File: config.mk
export PLATFORM = sky130hd
export DESIGN_NAME = km_ctrl
export DESIGN_NICKNAME = d
export VERILOG_FILES = /design/src/km_pkg.sv /design/src/km_ctrl.sv
export SDC_FILE = /design/constraint.sdc
export NUM_CORES = 1
export LEC_CHECK = 0
export ABC_CLOCK_PERIOD_IN_PS = 6800
export BUFFER_PORTS_ARGS = -buffer_cell sky130_fd_sc_hd__buf_2
export CAP_MARGIN = 40
export CORE_MARGIN = 2
export CORE_UTILIZATION = 55
export DETAILED_ROUTE_END_ITERATION = 6
export GPL_ROUTABILITY_DRIVEN = 0
export HOLD_SLACK_MARGIN = 0.15
export MAX_ROUTING_LAYER = met4
export PLACE_DENSITY_LB_ADDON = 0.12
export SKIP_LAST_GASP = 1
export SLEW_MARGIN = 10
export SYNTH_ARGS = -nofsm -noshare
export SYNTH_HDL_FRONTEND = slang
export SYNTH_SLANG_ARGS = --single-unit
export TNS_END_PERCENT = 50
File: constraint.sdc
create_clock -name clk -period 6.8 [get_ports clk]
set_input_delay 0.34 -clock clk [delete_from_list [all_inputs] [get_ports clk]]
set_output_delay 0.34 -clock clk [all_outputs]
set_load 0.005 [all_outputs]
File: src/km_pkg.sv
// Shared types and constants for the k-means clustering engine.
// No dependencies.
package km_pkg;

    localparam int MAX_POINTS   = 1024;
    localparam int MAX_CLUSTERS = 16;
    localparam int MAX_DIMS     = 16;
    localparam int PT_W   = $clog2(MAX_POINTS);
    localparam int CL_W   = $clog2(MAX_CLUSTERS);
    localparam int DM_W   = $clog2(MAX_DIMS);
    localparam int NP_W   = PT_W + 1;
    localparam int NC_W   = CL_W + 1;
    localparam int ND_W   = DM_W + 1;
    localparam int SL_W   = 8;
    localparam int COORD_W = 16;
    localparam int SUM_W  = 28;
    localparam int PROD_W = 32;
    localparam int DIST_W = PROD_W + DM_W;
    localparam int PASS_W = 16;
    localparam int STALE_W = SL_W + 1;
    localparam int CFG_IDX_W = 2;
    localparam int CFG_DATA_W = 11;

    typedef enum logic [1:0] {
        KIND_LOAD_POINT  = 2'd0,
        KIND_LOAD_CENTRE = 2'd1,
        KIND_RUN         = 2'd2,
        KIND_QUERY       = 2'd3
    } kind_t;

    typedef enum logic [CFG_IDX_W-1:0] {
        CFG_NUM_POINTS   = 2'd0,
        CFG_NUM_CLUSTERS = 2'd1,
        CFG_NUM_DIMS     = 2'd2,
        CFG_STALE_LIMIT  = 2'd3
    } cfg_idx_t;

    typedef enum logic [4:0] {
        S_IDLE, S_QOUT, S_CLR, S_PSTART, S_PTSTART, S_CESTART, S_ELRD, S_ELMUL,
        S_ELACC, S_CEEND, S_PTCHK, S_PEND, S_ZERO, S_MRD, S_ARD, S_AADD,
        S_VC, S_VRD, S_VDIV, S_VWAIT, S_STALE, S_DONE
    } state_t;

    typedef struct packed {
        logic ld_point;
        logic ld_centre;
        logic run_init;
        logic mem_clr_we;
        logic mem_rd_item;
        logic pass_init;
        logic dist_clr;
        logic prod_en;
        logic dist_acc;
        logic best_upd;
        logic mem_chk;
        logic pass_end;
        logic sum_zero_we;
        logic sum_from_mem;
        logic sum_acc_we;
        logic div_start;
        logic cent_we;
        logic early_set;
        logic res_query;
        logic res_run;
        logic [PT_W-1:0] pidx;
        logic [CL_W-1:0] cidx;
        logic [DM_W-1:0] didx;
        logic [PT_W-1:0] sweep;
        logic [NP_W-1:0] npts;
        logic [SL_W-1:0] slimit;
    } km_cmd_t;

    typedef struct packed {
        logic changes_zero;
        logic stale_over;
        logic count_zero;
        logic div_done;
    } km_stat_t;

endpackage

File: src/km_ctrl.sv
// Controller: configuration registers, sequencing state machine, loop counters.
// Depends on km_pkg.
module km_ctrl (
    input  logic                             clk,
    input  logic                             rst_n,
    input  logic                             start,
    input  logic [1:0]                       kind,
    output logic                             busy,
    output logic                             done,
    input  logic                             cfg_valid,
    output logic                             cfg_ready,
    input  logic [km_pkg::CFG_IDX_W-1:0]     cfg_index,
    input  logic [km_pkg::CFG_DATA_W-1:0]    cfg_data,
    output km_pkg::km_cmd_t                  cmd,
    input  km_pkg::km_stat_t                 stat
);

    km_pkg::state_t state_reg, state_next;

    logic [km_pkg::NP_W-1:0] np_reg;
    logic [km_pkg::NC_W-1:0] nc_reg;
    logic [km_pkg::ND_W-1:0] nd_reg;
    logic [km_pkg::SL_W-1:0] sl_reg;

    logic [km_pkg::PT_W-1:0] p_reg, p_next;
    logic [km_pkg::CL_W-1:0] c_reg, c_next;
    logic [km_pkg::DM_W-1:0] j_reg, j_next;
    logic [km_pkg::PT_W-1:0] i_reg, i_next;

    logic [km_pkg::NP_W-1:0] n_eff;
    logic [km_pkg::NC_W-1:0] kc, k_eff;
    logic [km_pkg::ND_W-1:0] d_eff;
    logic                    p_last, c_last, j_last, accept;

    assign cfg_ready = 1'b1;

    always_ff @(posedge clk or negedge rst_n)
    begin
        if (!rst_n)
        begin
            np_reg <= km_pkg::NP_W'(1);
            nc_reg <= km_pkg::NC_W'(16);
            nd_reg <= km_pkg::ND_W'(16);
            sl_reg <= km_pkg::SL_W'(50);
        end
        else if (cfg_valid)
        begin
            unique case (km_pkg::cfg_idx_t'(cfg_index))
                km_pkg::CFG_NUM_POINTS:   np_reg <= cfg_data[km_pkg::NP_W-1:0];
                km_pkg::CFG_NUM_CLUSTERS: nc_reg <= cfg_data[km_pkg::NC_W-1:0];
                km_pkg::CFG_NUM_DIMS:     nd_reg <= cfg_data[km_pkg::ND_W-1:0];
                km_pkg::CFG_STALE_LIMIT:  sl_reg <= cfg_data[km_pkg::SL_W-1:0];
                default:                  ;
            endcase
        end
    end

    assign n_eff = (np_reg == '0) ? km_pkg::NP_W'(1)
                 : (np_reg > km_pkg::NP_W'(km_pkg::MAX_POINTS))
                   ? km_pkg::NP_W'(km_pkg::MAX_POINTS) : np_reg;
    assign kc    = (nc_reg == '0) ? km_pkg::NC_W'(1)
                 : (nc_reg > km_pkg::NC_W'(km_pkg::MAX_CLUSTERS))
                   ? km_pkg::NC_W'(km_pkg::MAX_CLUSTERS) : nc_reg;
    assign k_eff = (km_pkg::NP_W'(kc) > n_eff) ? n_eff[km_pkg::NC_W-1:0] : kc;
    assign d_eff = (nd_reg == '0) ? km_pkg::ND_W'(1)
                 : (nd_reg > km_pkg::ND_W'(km_pkg::MAX_DIMS))
                   ? km_pkg::ND_W'(km_pkg::MAX_DIMS) : nd_reg;

    assign p_last = {1'b0, p_reg} == (n_eff - 1'b1);
    assign c_last = {1'b0, c_reg} == (k_eff - 1'b1);
    assign j_last = {1'b0, j_reg} == (d_eff - 1'b1);
    assign accept = start && (state_reg == km_pkg::S_IDLE);

    always_comb
    begin
        state_next = state_reg;
        unique case (state_reg)
            km_pkg::S_IDLE:
            begin
                if (start)
                begin
                    unique case (km_pkg::kind_t'(kind))
                        km_pkg::KIND_QUERY: state_next = km_pkg::S_QOUT;
                        km_pkg::KIND_RUN:   state_next = km_pkg::S_CLR;
                        default:            state_next = km_pkg::S_IDLE;
                    endcase
                end
            end
            km_pkg::S_QOUT:    state_next = km_pkg::S_IDLE;
            km_pkg::S_CLR:     state_next = (i_reg == '1) ? km_pkg::S_PSTART : km_pkg::S_CLR;
            km_pkg::S_PSTART:  state_next = km_pkg::S_PTSTART;
            km_pkg::S_PTSTART: state_next = km_pkg::S_CESTART;
            km_pkg::S_CESTART: state_next = km_pkg::S_ELRD;
            km_pkg::S_ELRD:    state_next = km_pkg::S_ELMUL;
            km_pkg::S_ELMUL:   state_next = km_pkg::S_ELACC;
            km_pkg::S_ELACC:   state_next = j_last ? km_pkg::S_CEEND : km_pkg::S_ELRD;
            km_pkg::S_CEEND:   state_next = c_last ? km_pkg::S_PTCHK : km_pkg::S_CESTART;
            km_pkg::S_PTCHK:   state_next = p_last ? km_pkg::S_PEND : km_pkg::S_PTSTART;
            km_pkg::S_PEND:    state_next = stat.changes_zero ? km_pkg::S_DONE : km_pkg::S_ZERO;
            km_pkg::S_ZERO:
                state_next = (i_reg[km_pkg::CL_W+km_pkg::DM_W-1:0] == '1)
                             ? km_pkg::S_MRD : km_pkg::S_ZERO;
            km_pkg::S_MRD:     state_next = km_pkg::S_ARD;
            km_pkg::S_ARD:     state_next = km_pkg::S_AADD;
            km_pkg::S_AADD:
                state_next = !j_last ? km_pkg::S_ARD
                           : (p_last ? km_pkg::S_VC : km_pkg::S_MRD);
            km_pkg::S_VC:
                state_next = !stat.count_zero ? km_pkg::S_VRD
                           : (c_last ? km_pkg::S_STALE : km_pkg::S_VC);
            km_pkg::S_VRD:     state_next = km_pkg::S_VDIV;
            km_pkg::S_VDIV:    state_next = km_pkg::S_VWAIT;
            km_pkg::S_VWAIT:
            begin
                if (stat.div_done)
                begin
                    state_next = !j_last ? km_pkg::S_VRD
                               : (c_last ? km_pkg::S_STALE : km_pkg::S_VC);
                end
            end
            km_pkg::S_STALE:   state_next = stat.stale_over ? km_pkg::S_DONE : km_pkg::S_PSTART;
            km_pkg::S_DONE:    state_next = km_pkg::S_IDLE;
            default:           state_next = km_pkg::S_IDLE;
        endcase
    end

    always_comb
    begin
        p_next = p_reg;
        c_next = c_reg;
        j_next = j_reg;
        i_next = i_reg;
        case (state_reg)
            km_pkg::S_IDLE:    i_next = '0;
            km_pkg::S_CLR:     i_next = i_reg + 1'b1;
            km_pkg::S_PSTART:  p_next = '0;
            km_pkg::S_PTSTART: c_next = '0;
            km_pkg::S_CESTART: j_next = '0;
            km_pkg::S_ELACC:   j_next = j_reg + 1'b1;
            km_pkg::S_CEEND:   c_next = c_reg + 1'b1;
            km_pkg::S_PTCHK:   p_next = p_reg + 1'b1;
            km_pkg::S_PEND:    i_next = '0;
            km_pkg::S_ZERO:
            begin
                i_next = i_reg + 1'b1;
                p_next = '0;
            end
            km_pkg::S_MRD:     j_next = '0;
            km_pkg::S_AADD:
            begin
                j_next = j_reg + 1'b1;
                if (j_last)
                begin
                    p_next = p_reg + 1'b1;
                    c_next = '0;
                end
            end
            km_pkg::S_VC:
            begin
                j_next = '0;
                if (stat.count_zero)
                begin
                    c_next = c_reg + 1'b1;
                end
            end
            km_pkg::S_VWAIT:
            begin
                if (stat.div_done)
                begin
                    j_next = j_reg + 1'b1;
                    if (j_last)
                    begin
                        c_next = c_reg + 1'b1;
                    end
                end
            end
            default: ;
        endcase
    end

    always_ff @(posedge clk or negedge rst_n)
    begin
        if (!rst_n)
        begin
            state_reg <= km_pkg::S_IDLE;
            p_reg     <= '0;
            c_reg     <= '0;
            j_reg     <= '0;
            i_reg     <= '0;
        end
        else
        begin
            state_reg <= state_next;
            p_reg     <= p_next;
            c_reg     <= c_next;
            j_reg     <= j_next;
            i_reg     <= i_next;
        end
    end

    always_comb
    begin
        cmd              = '0;
        cmd.pidx         = p_reg;
        cmd.cidx         = c_reg;
        cmd.didx         = j_reg;
        cmd.sweep        = i_reg;
        cmd.npts         = n_eff;
        cmd.slimit       = sl_reg;
        busy             = 1'b1;
        done             = 1'b0;
        unique case (state_reg)
            km_pkg::S_IDLE:
            begin
                busy            = 1'b0;
                cmd.mem_rd_item = 1'b1;
                cmd.ld_point    = accept && (km_pkg::kind_t'(kind) == km_pkg::KIND_LOAD_POINT);
                cmd.ld_centre   = accept && (km_pkg::kind_t'(kind) == km_pkg::KIND_LOAD_CENTRE);
                cmd.run_init    = accept && (km_pkg::kind_t'(kind) == km_pkg::KIND_RUN);
            end
            km_pkg::S_QOUT:
            begin
                done          = 1'b1;
                cmd.res_query = 1'b1;
            end
            km_pkg::S_CLR:     cmd.mem_clr_we = 1'b1;
            km_pkg::S_PSTART:  cmd.pass_init = 1'b1;
            km_pkg::S_CESTART: cmd.dist_clr = 1'b1;
            km_pkg::S_ELMUL:   cmd.prod_en = 1'b1;
            km_pkg::S_ELACC:   cmd.dist_acc = 1'b1;
            km_pkg::S_CEEND:   cmd.best_upd = 1'b1;
            km_pkg::S_PTCHK:   cmd.mem_chk = 1'b1;
            km_pkg::S_PEND:    cmd.pass_end = 1'b1;
            km_pkg::S_ZERO:    cmd.sum_zero_we = 1'b1;
            km_pkg::S_MRD:     cmd.sum_from_mem = 1'b1;
            km_pkg::S_ARD:     cmd.sum_from_mem = 1'b1;
            km_pkg::S_AADD:
            begin
                cmd.sum_from_mem = 1'b1;
                cmd.sum_acc_we   = 1'b1;
            end
            km_pkg::S_VDIV:    cmd.div_start = 1'b1;
            km_pkg::S_VWAIT:   cmd.cent_we = stat.div_done;
            km_pkg::S_STALE:   cmd.early_set = stat.stale_over;
            km_pkg::S_DONE:
            begin
                done        = 1'b1;
                cmd.res_run = 1'b1;
            end
            default: ;
        endcase
    end

`ifndef SYNTHESIS
    a_done_busy: assert property (@(posedge clk) disable iff (!rst_n) done |-> busy)
        else $error("result strobe while idle");
    a_query_next: assert property (@(posedge clk) disable iff (!rst_n)
        (accept && (kind == km_pkg::KIND_QUERY)) |=> (done && cmd.res_query))
        else $error("query result not in next cycle");
    a_cent_div: assert property (@(posedge clk) disable iff (!rst_n)
        cmd.cent_we |-> stat.div_done)
        else $error("centre write without quotient");
    a_pass_changes: assert property (@(posedge clk) disable iff (!rst_n)
        (state_reg == km_pkg::S_PEND && stat.changes_zero) |=> cmd.res_run)
        else $error("converged pass did not finish run");
`endif

endmodule

After elaboration in Yosys (flattened, before gate mapping)
Index checks and enable logic that the tools add are counted.
{"block": "word_totals", "reg_bits": 62, "inputBits": 23, "out_inout_bits": 70, "elab_cells": 139}
{"block": "op_classes", "add_sub_neg": 7, "order_cmp": 4, "eq_ne": 37, "muxes": 53, "reduce_logical": 29}
{"cell": "5-bit one-hot mux with 20 select lines", "n": 1}
{"cell": "5-bit two-way mux", "n": 12}
{"cell": "5-bit by 4-bit equality test with 1-bit output (second input constant)", "n": 8}
{"cell": "4-bit two-way mux", "n": 8}
{"cell": "5-bit equality test (second input constant)", "n": 6}
{"cell": "10-bit one-hot mux with 3 select lines", "n": 1}
{"cell": "11-bit two-way mux", "n": 2}
{"cell": "1-bit two-way mux", "n": 21}
{"cell": "10-bit by 1-bit adder with 10-bit output (second input constant)", "n": 2}
{"cell": "5-bit by 3-bit equality test with 1-bit output (second input constant)", "n": 4}
{"cell": "10-bit one-hot mux with 2 select lines", "n": 1}
{"cell": "4-bit one-hot mux with 5 select lines", "n": 1}
{"cell": "5-bit logical NOT", "n": 3}
{"cell": "2-bit AND reduction", "n": 7}
{"cell": "4-bit one-hot mux with 3 select lines", "n": 1}
{"cell": "10-bit by 11-bit equality test with 1-bit output", "n": 1}
{"cell": "11-bit > comparator (second input constant)", "n": 1}
{"cell": "5-bit by 11-bit > comparator with 1-bit output", "n": 1}
{"cell": "11-bit logical NOT", "n": 1}
{"cell": "11-bit by 1-bit subtractor with 11-bit output (second input constant)", "n": 1}
{"cell": "10-bit equality test (second input constant)", "n": 1}
{"cell": "4-bit by 5-bit equality test with 1-bit output", "n": 2}
{"cell": "5-bit by 2-bit equality test with 1-bit output (second input constant)", "n": 2}
{"cell": "5-bit > comparator (second input constant)", "n": 2}
{"cell": "18 further kinds", "n": 40}

Depth between registers and ports, before layout
Gate-level depths: netlist (run 1).
{"block": "depth", "word_depth": 11, "mapped_depth": 13, "mapped_depth_nobuf": 12}

Worst setup path after synthesis (run 1)
OpenSTA, ideal clock, no wires.
{"block": "synth_timing", "kind": "reg2reg", "from": "register np_reg[3] in the netlist's numbering", "to": "register state_reg[3]", "setup_ps": 139, "t_arrival_ps": 2892, "t_required_ps": 6661, "path_slack_ps": 3769, "path_stages_with_launch": 14, "n_path_buf": 1, "period_less_slack_ps": 3031, "cell_sequence": "dfrtp_1 > buf_6 > nor4_4 > nand3_2 > a21oi_4 > inv_1 > ha_1 > xnor2_1 > a221oi_1 > nand4b_1 > nor4b_4 > nand2_2 > o21bai_1 > or4b_1"}
{"element": "from (decl)", "line_no": "km_ctrl.sv:20", "source": "logic [km_pkg::NP_W-1:0] np_reg;"}
{"element": "from (signal assigned)", "line_no": "km_ctrl.sv:41", "source": "np_reg <= km_pkg::NP_W'(1);"}
{"element": "from (signal assigned)", "line_no": "km_ctrl.sv:49", "source": "km_pkg::CFG_NUM_POINTS: np_reg <= cfg_data[km_pkg::NP_W-1:0];"}
{"element": "to (signal assigned)", "line_no": "km_ctrl.sv:185", "source": "state_reg <= km_pkg::S_IDLE;"}
{"element": "to (signal assigned)", "line_no": "km_ctrl.sv:193", "source": "state_reg <= state_next;"}
{"element": "to (decl)", "line_no": "km_ctrl.sv:18", "source": "km_pkg::state_t state_reg, state_next;"}

Worst setup path in the final report (run 1)
{"block": "layout_timing", "from": "register np_reg[4] in the netlist's numbering", "to": "register state_reg[3]"}
{"block": "layout_between", "elab_chain_len": 9}
{"element": "11-bit > comparator", "line_no": "km_ctrl.sv:59", "source": ": (np_reg > km_pkg::NP_W'(km_pkg::MAX_POINTS))"}
{"element": "11-bit two-way mux", "line_no": "km_ctrl.sv:60", "source": "? km_pkg::NP_W'(km_pkg::MAX_POINTS) : np_reg;"}
{"element": "11-bit two-way mux (*)", "line_no": "km_ctrl.sv:58", "source": "assign n_eff = (np_reg == '0) ? km_pkg::NP_W'(1)"}
{"element": "5-bit by 11-bit > comparator with 1-bit output", "line_no": "km_ctrl.sv:64", "source": "assign k_eff = (km_pkg::NP_W'(kc) > n_eff) ? n_eff[km_pkg::NC_W-1:0] : kc;"}
{"element": "5-bit two-way mux", "line_no": "km_ctrl.sv:64"}
{"element": "5-bit by 1-bit subtractor with 5-bit output", "line_no": "km_ctrl.sv:70", "source": "assign c_last = {1'b0, c_reg} == (k_eff - 1'b1);"}
{"element": "4-bit by 5-bit equality test with 1-bit output", "line_no": "km_ctrl.sv:70"}
{"element": "4-bit two-way mux", "line_no": "km_ctrl.sv:97", "source": "km_pkg::S_CEEND: state_next = c_last ? km_pkg::S_PTCHK : km_pkg::S_CESTART;"}
{"element": "5-bit one-hot mux with 20 select lines (*)", "line_no": "km_ctrl.sv:77", "source": "unique case (state_reg)"}
Every way passes the cells marked *; elsewhere a longest branch is shown, timed or not.
A chain may end at the register's enable or synchronous reset.

==> flow_metrics.env, run 1 <==
export IMPL_grt_setup_unrepaired="no"
export IMPL_worstMarginPinSlew_ns=0.908
export IMPL_seq_area_um2=1560
export IMPL_cp_arrival_ns=3.75
export IMPL_nets=630
export IMPL_path_clk_slew_ns=0.07
export IMPL_routed_wl_mm=11.3
export IMPL_vias=4169
export IMPL_grt_max_degree=63
export IMPL_synth_most_common_cell="dfrtp_1"
export IMPL_yosys_warnings=0
export IMPL_root_buffer="clkbuf_8"
export IMPL_async_flop_share_pct=100
export IMPL_area_delta_synth_final_pct=15.9
export IMPL_critical_path_class="register to register"
export IMPL_die_h_um=94.0
export IMPL_synth_top_family_by_area="simple AND/OR/NAND/NOR gates"
export IMPL_yosys_area_share_simple_pct=27.0
export IMPL_p_per_area_nw_per_um2=286
export IMPL_ff2ff_path_depth=12
export IMPL_maxSlewViolCount=0
export IMPL_avgSynthCellArea_um2=8.60
export IMPL_cts_tree="built"
export IMPL_finClkSkew_ns=0.00742
export IMPL_tns_ns=0
export IMPL_power_mw=1.47
export IMPL_synth_xor_area_share_pct=7.02
export IMPL_drc=0
export IMPL_num_antenna_cells=0
export IMPL_multi_input_area_um2=2690
export IMPL_synth_edff_count=0
export IMPL_core_um2=7770
export IMPL_fp_dieArea_um2=8830
export IMPL_grt_pass1_vias=3906
export IMPL_yosys_register_bits=62
export IMPL_p_leak_nw=2.44
export IMPL_synthTopCellsByArea="dfrtp_1 31%, mux2_2 6.6%, nand2_1 4.1%"
export IMPL_largest_register_ffs=11
export IMPL_startpoint_type="register"
export IMPL_synth_area_um2=4450
export IMPL_hold_class="input port to async pin"
export IMPL_seq_area_frac_synth_pct=35.0
export IMPL_cts_hold_buf=0
export IMPL_io_pins=93
export IMPL_cts_buffers=9
export IMPL_synthFlopType="dfrtp_1"
export IMPL_period_needed_ns=3.52
export IMPL_cp_required_ns=7.03
export IMPL_drive_gt1_share_pct=25.6
export IMPL_cap_violations=0
export IMPL_antenna_found_initial=0
export IMPL_maxSlewHeadroom_pct=39.2
export IMPL_initial_core_util_pct=57.3
export IMPL_fmax_ghz=0.284
export IMPL_outcome="complete, no violations"
export IMPL_finalCritPeriodShare_pct=51.8
export IMPL_dr_pass1_iters=5
export IMPL_fin_ws_ns=3.28
export IMPL_synth_cell_types=64
export IMPL_place_hpwl_mm=8.40
export IMPL_r2r_start="np_reg[4]$_DFFE_PN0P_"
export IMPL_synthAdderAreaFrac_pct=3.09
export IMPL_cts_path_max_buffers=2
export IMPL_synth_common_cells="56 x dfrtp_1, 49 x nand2_1, 43 x nor2_1"
export IMPL_h_tree_depth=3
export IMPL_synth_top_area_cell="dfrtp_1"
export IMPL_rows=32
export IMPL_clock_latency_ns=0.36
export IMPL_drt_iter0_markers=221
export IMPL_endpoint_kind="register"
export IMPL_drt_antenna_violating_nets=0
export IMPL_cts_resized=0
export IMPL_ir_drop_v=0.000230
export IMPL_nFillCells=668
export IMPL_synth_mux_area_share_pct=7.47
export IMPL_grt_remaining_overflow=0
export IMPL_wire_per_inst_um=16.1
export IMPL_synth_fp_nets=552
export IMPL_vias_per_cell=5.93
export IMPL_synth_top_cell_area_share_pct=31.5
export IMPL_grt_use_total_pct=27.7
export IMPL_pre_cts_slack_ns=3.36
export IMPL_crit_fanout=13
export IMPL_r2r_end="state_reg[3]$_DFFE_PN0P_"
export IMPL_r2r_slack_ns=3.28
export IMPL_synth_cells=518
export IMPL_die_w_um=94.0
export IMPL_hold_viol=0
export IMPL_post_cts_setup_buffers=0
export IMPL_cts_sinks=62
export IMPL_portBuffers=91
export IMPL_setup_violations=0
export IMPL_synth_compound_area_share_pct=15.6
export IMPL_grt_pass1_wl_mm=18.7
-- worst max-delay path, stage by stage, from the launching register on --
cell and delay (ns):
dfrtp_1 0.56, nor4_4 0.36, nand3_2 0.15, a21oi_4 0.27
inv_1 0.08, ha_1 0.31, xnor2_1 0.14, a221oi_1 0.26
nand4b_1 0.23, nor4b_4 0.32, nand2_2 0.13, o21bai_1 0.14
or4b_1 0.44
-- kinds of logic after synthesis --
kind of cell | count (synthesis)
buffers and inverters | 52
other | 1
and+or+nand+nor | 223
AOI/OAI and AO/OA | 105
xor gates and xnor gates | 34
muxes | 30
adders and majority gates | 11
DFF | 62
-- power breakdown --
group / internal (mW) / total, mW / switching, mW
Combinational: 0.245 / 0.551 / 0.307
Clock: 0.218 / 0.367 / 0.150
Sequential: 0.429 / 0.555 / 0.127
-- cell type report --
| class | instances | share of cell area [%] |
|---|---|---|
| inverter | 26 | 1.89 |
| sequential | 62 | 30.2 |
| clock buffer | 13 | 2.88 |
| clock inverter | 3 | 1.33 |
| multi-input combinational | 404 | 52.1 |
| timing repair buffer | 93 | 9.11 |
| tap | 102 | 2.47 |
-- stage by stage --
step                      utilization, %  std cells  hold slack (ns)  area, µm²
after floorplan                        -        518           0.0444       4450
after global placement              63.7        687            0.482       4940
after detailed placement            63.7        687            0.494       4940
after CTS                           66.5        703            0.178       5160
after global routing                66.5        703            0.208       5160
final                               66.5        703            0.144       5160
-- metal layers --
metal  vias up  part of all wire, %  global-route usage (%)
li1       2009                    -                       -
met2       152                   48                    43.3
met5         -                    0                       -
met1      1982                   43                    35.9
met3        26                  6.2                    4.57
met4         0                  2.6                    11.6
-- worst max-delay path by stage --
stage	startpoint	end	slack [ns]	depth (start not counted)
final	np_reg[4]$_DFFE_PN0P_	state_reg[3]$_DFFE_PN0P_	3.28	12
after global routing	np_reg[4]$_DFFE_PN0P_	state_reg[3]$_DFFE_PN0P_	3.02	12
after CTS	np_reg[4]$_DFFE_PN0P_	state_reg[3]$_DFFE_PN0P_	3.30	12
after detailed placement	np_reg[10]$_DFFE_PN0P_	state_reg[3]$_DFFE_PN0P_	3.36	11
after global placement	np_reg[10]$_DFFE_PN0P_	state_reg[3]$_DFFE_PN0P_	3.49	11
after floorplan	np_reg[3]$_DFFE_PN0P_	state_reg[3]$_DFFE_PN0P_	3.77	13
-- cell usage in the layout, fill, tap and decap left out, types with 4 or more instances in the layout --
cell type	netlist	final
a211oi_1	6	6
a21o_1	4	4
a21oi_1	22	22
a31oi_1	10	10
and3_1	13	13
buf_2	3	91
clkbuf_8	0	10
dfrtp_1	56	56
dfstp_2	6	6
ha_1	11	11
inv_1	24	24
mux2_2	26	26
mux2i_1	4	4
nand2_1	49	49
nand2b_1	10	10
nand3_1	18	18
nand3b_1	6	6
nand4_1	14	14
nor2_1	43	43
nor2b_1	18	18
nor3_1	22	22
o21ai_0	23	23
o21ai_1	4	4
o22ai_1	7	7
o31ai_1	5	5
or3_1	6	6
xnor2_1	13	13
xor2_1	20	20
No activity file was read; power rests on OpenSTA's default activity.
==> run 2, diff against run 1 <==
Settings changed: ABC_CLOCK_PERIOD_IN_PS 6800 to 3400.
Clock period 6.8 ns to 3.4 ns, I/O delays scaled along.
==> flow_metrics.env, run 2 (synthesized netlist as in run 1, its figures left out) <==
export IMPL_outcome="complete, no violations"
export IMPL_cts_sinks=62
export IMPL_setup_violations=0
export IMPL_drt_antenna_violating_nets=0
export IMPL_ir_drop_v=0.000436
export IMPL_grt_use_total_pct=28.0
export IMPL_initial_core_util_pct=57.3
export IMPL_cp_arrival_ns=3.38
export IMPL_drive_gt1_share_pct=26.5
export IMPL_placed_area_um2=5010
export IMPL_io_pins=93
export IMPL_hold_class="input port to register"
export IMPL_h_tree_depth=3
export IMPL_drt_iter0_markers=268
export IMPL_whs_path_depth=3
export IMPL_hold_viol=0
export IMPL_fin_area_um2=5380
export IMPL_grt_max_degree=27
export IMPL_vias_per_cell=5.95
export IMPL_finClkSkew_ns=0.0110
export IMPL_cts_resized=0
export IMPL_cts_path_max_buffers=2
export IMPL_p_leak_nw=2.55
export IMPL_met3_usage_pct=6.18
export IMPL_rows=32
export IMPL_wire_per_inst_um=16.1
export IMPL_place_hpwl_mm=8.61
export IMPL_endpoint_kind="register"
export IMPL_fin_ws_ns=0.240
export IMPL_fp_dieArea_um2=8830
export IMPL_path_cells="nor3_4, nand3_2, a21oi_4, inv_1, ha_1, xnor2_1, a221oi_1, nand4b_1, nor4b_4, nand2_2, a211o_1, a211o_1"
export IMPL_vias=4330
export IMPL_dp_cells=694
export IMPL_num_antenna_cells=0
export IMPL_antenna_found_initial=0
export IMPL_grt_pass1_vias=3913
export IMPL_cp_required_ns=3.62
export IMPL_final_cell_mix="91 x buf_2, 56 x dfrtp_1, 49 x nand2_1"
export IMPL_root_buffer="clkbuf_8"
export IMPL_core_um2=7770
export IMPL_final_cells=728
export IMPL_r2r_start="np_reg[2]$_DFFE_PN0P_"
export IMPL_path_clk_slew_ns=0.08
export IMPL_grt_remaining_overflow=0
export IMPL_largest_register_ffs=11
export IMPL_tns_ns=0
export IMPL_startpoint_type="register"
export IMPL_worstMarginPinSlew_ns=0.779
export IMPL_nets=655
export IMPL_power_mw=2.91
export IMPL_critPathMaxStageDelay_ns=0.48
export IMPL_min_from="stat[0]"
export IMPL_path_delay_family="simple AND/OR/NAND/NOR gates"
export IMPL_crit_top_cell="a211o_1"
export IMPL_maxSlewHeadroom_pct=48.1
export IMPL_ff2ff_path_depth=12
export IMPL_cap_violations=0
export IMPL_critical_path_depth=12
export IMPL_use_met2_pct=44.8
export IMPL_portBuffers=91
export IMPL_clock_latency_ns=0.34
export IMPL_finalCritPeriodShare_pct=92.9
export IMPL_cts_tree="built"
export IMPL_crit_fanout=8
export IMPL_pre_cts_slack_ns=0.184
export IMPL_area_delta_synth_final_pct=20.8
export IMPL_grt_busiest_layer="met2"
export IMPL_grt_setup_unrepaired="no"
export IMPL_cp_buffers_inverters=1
export IMPL_cts_buffers=9
export IMPL_layout_cells_most_common="buf_2"
export IMPL_critical_path_class="register to register"
export IMPL_use_met1_pct=36.0
export IMPL_drc=0
export IMPL_crit_start="np_reg[2]$_DFFE_PN0P_"
export IMPL_die_w_um=94.0
export IMPL_dr_pass1_iters=7
export IMPL_grt_pass1_wl_mm=19.0
export IMPL_crit_slowest_cell="dfrtp_1"
export IMPL_routed_wl_mm=11.7
export IMPL_die_h_um=94.0
export IMPL_period_needed_ns=3.16
export IMPL_fmax_ghz=0.316
export IMPL_maxSlewViolCount=0
export IMPL_p_per_area_nw_per_um2=540
==> run 2: changes by cell type in the layout (fill, tap and decap cells not counted), sizes merged <==
cell	before	now
bufinv	2	1
clkinv	1	2
dlygate4sd3	0	15
clkbuf	13	11
buf	93	103
clkinvlp	0	2
==> run 2: metal layers <==
layer  wire [µm]  part of all wire, %  up-vias
met3         785                  6.7       28
met5           0                    0        -
met2        5710                   49      212
met4         203                  1.7        0
met1        5000                   43     2032
li1            -                    -     2058
==> run 2: power by group <==
| group | switching (mW) | internal (mW) | leakage, nW | total, mW |
|---|---|---|---|---|
| combinational | 0.646 | 0.520 | 1.66 | 1.17 |
| clock | 0.300 | 0.359 | 0.0955 | 0.659 |
| sequential | 0.224 | 0.858 | 0.792 | 1.08 |
| total | 1.17 | 1.74 | 2.55 | 2.91 |
==> run 2: layout make-up <==
type | count | area (µm²)
inverter | 26 | 97.6
clock inverter | 5 | 58.8
sequential | 62 | 1560
timing repair buffer | 118 | 708
tap | 102 | 128
multi-input combinational | 404 | 2690
clock buffer | 11 | 141
fill | 643 | 2380
==> run 2: worst reg2reg max path, cell delays in order (launching register included) <==
cell,delay (ns)
dfrtp_1,0.48
nor3_4,0.28
nand3_2,0.16
a21oi_4,0.24
inv_1,0.07
ha_1,0.30
xnor2_1,0.13
a221oi_1,0.20
nand4b_1,0.18
nor4b_4,0.30
nand2_2,0.14
a211o_1,0.28
a211o_1,0.28
==> run 2: worst paths after layout <==
kind	slack [ns]	to
min in group asynchronous	0.36	sl_reg[6]$_DFFE_PN0P_
hold reg to reg	0.51	sl_reg[0]$_DFFE_PN0P_
hold / removal	0.23	state_reg[1]$_DFFE_PN0P_
setup reg to reg	0.24	state_reg[0]$_DFFE_PN0P_
setup / recovery	0.24	state_reg[0]$_DFFE_PN0P_
max in group asynchronous	2.41	nd_reg[4]$_DFFE_PN1P_
==> run 2: what timing repair did <==
action	4_1_cts	5_1_grt
buffers inserted	0	3
hold buffers	15	0
hold endpoints to repair	51	0
setup endpoints to repair	0	2
==> run 2: metrics by stage <==
stage | hold WS (ns) | util, %
after floorplan | -0.126 | -
after global placement | 0.378 | 64.1
after detailed placement | 0.208 | 64.5
after CTS | 0.207 | 69.0
after global routing | 0.247 | 69.3
final | 0.230 | 69.3
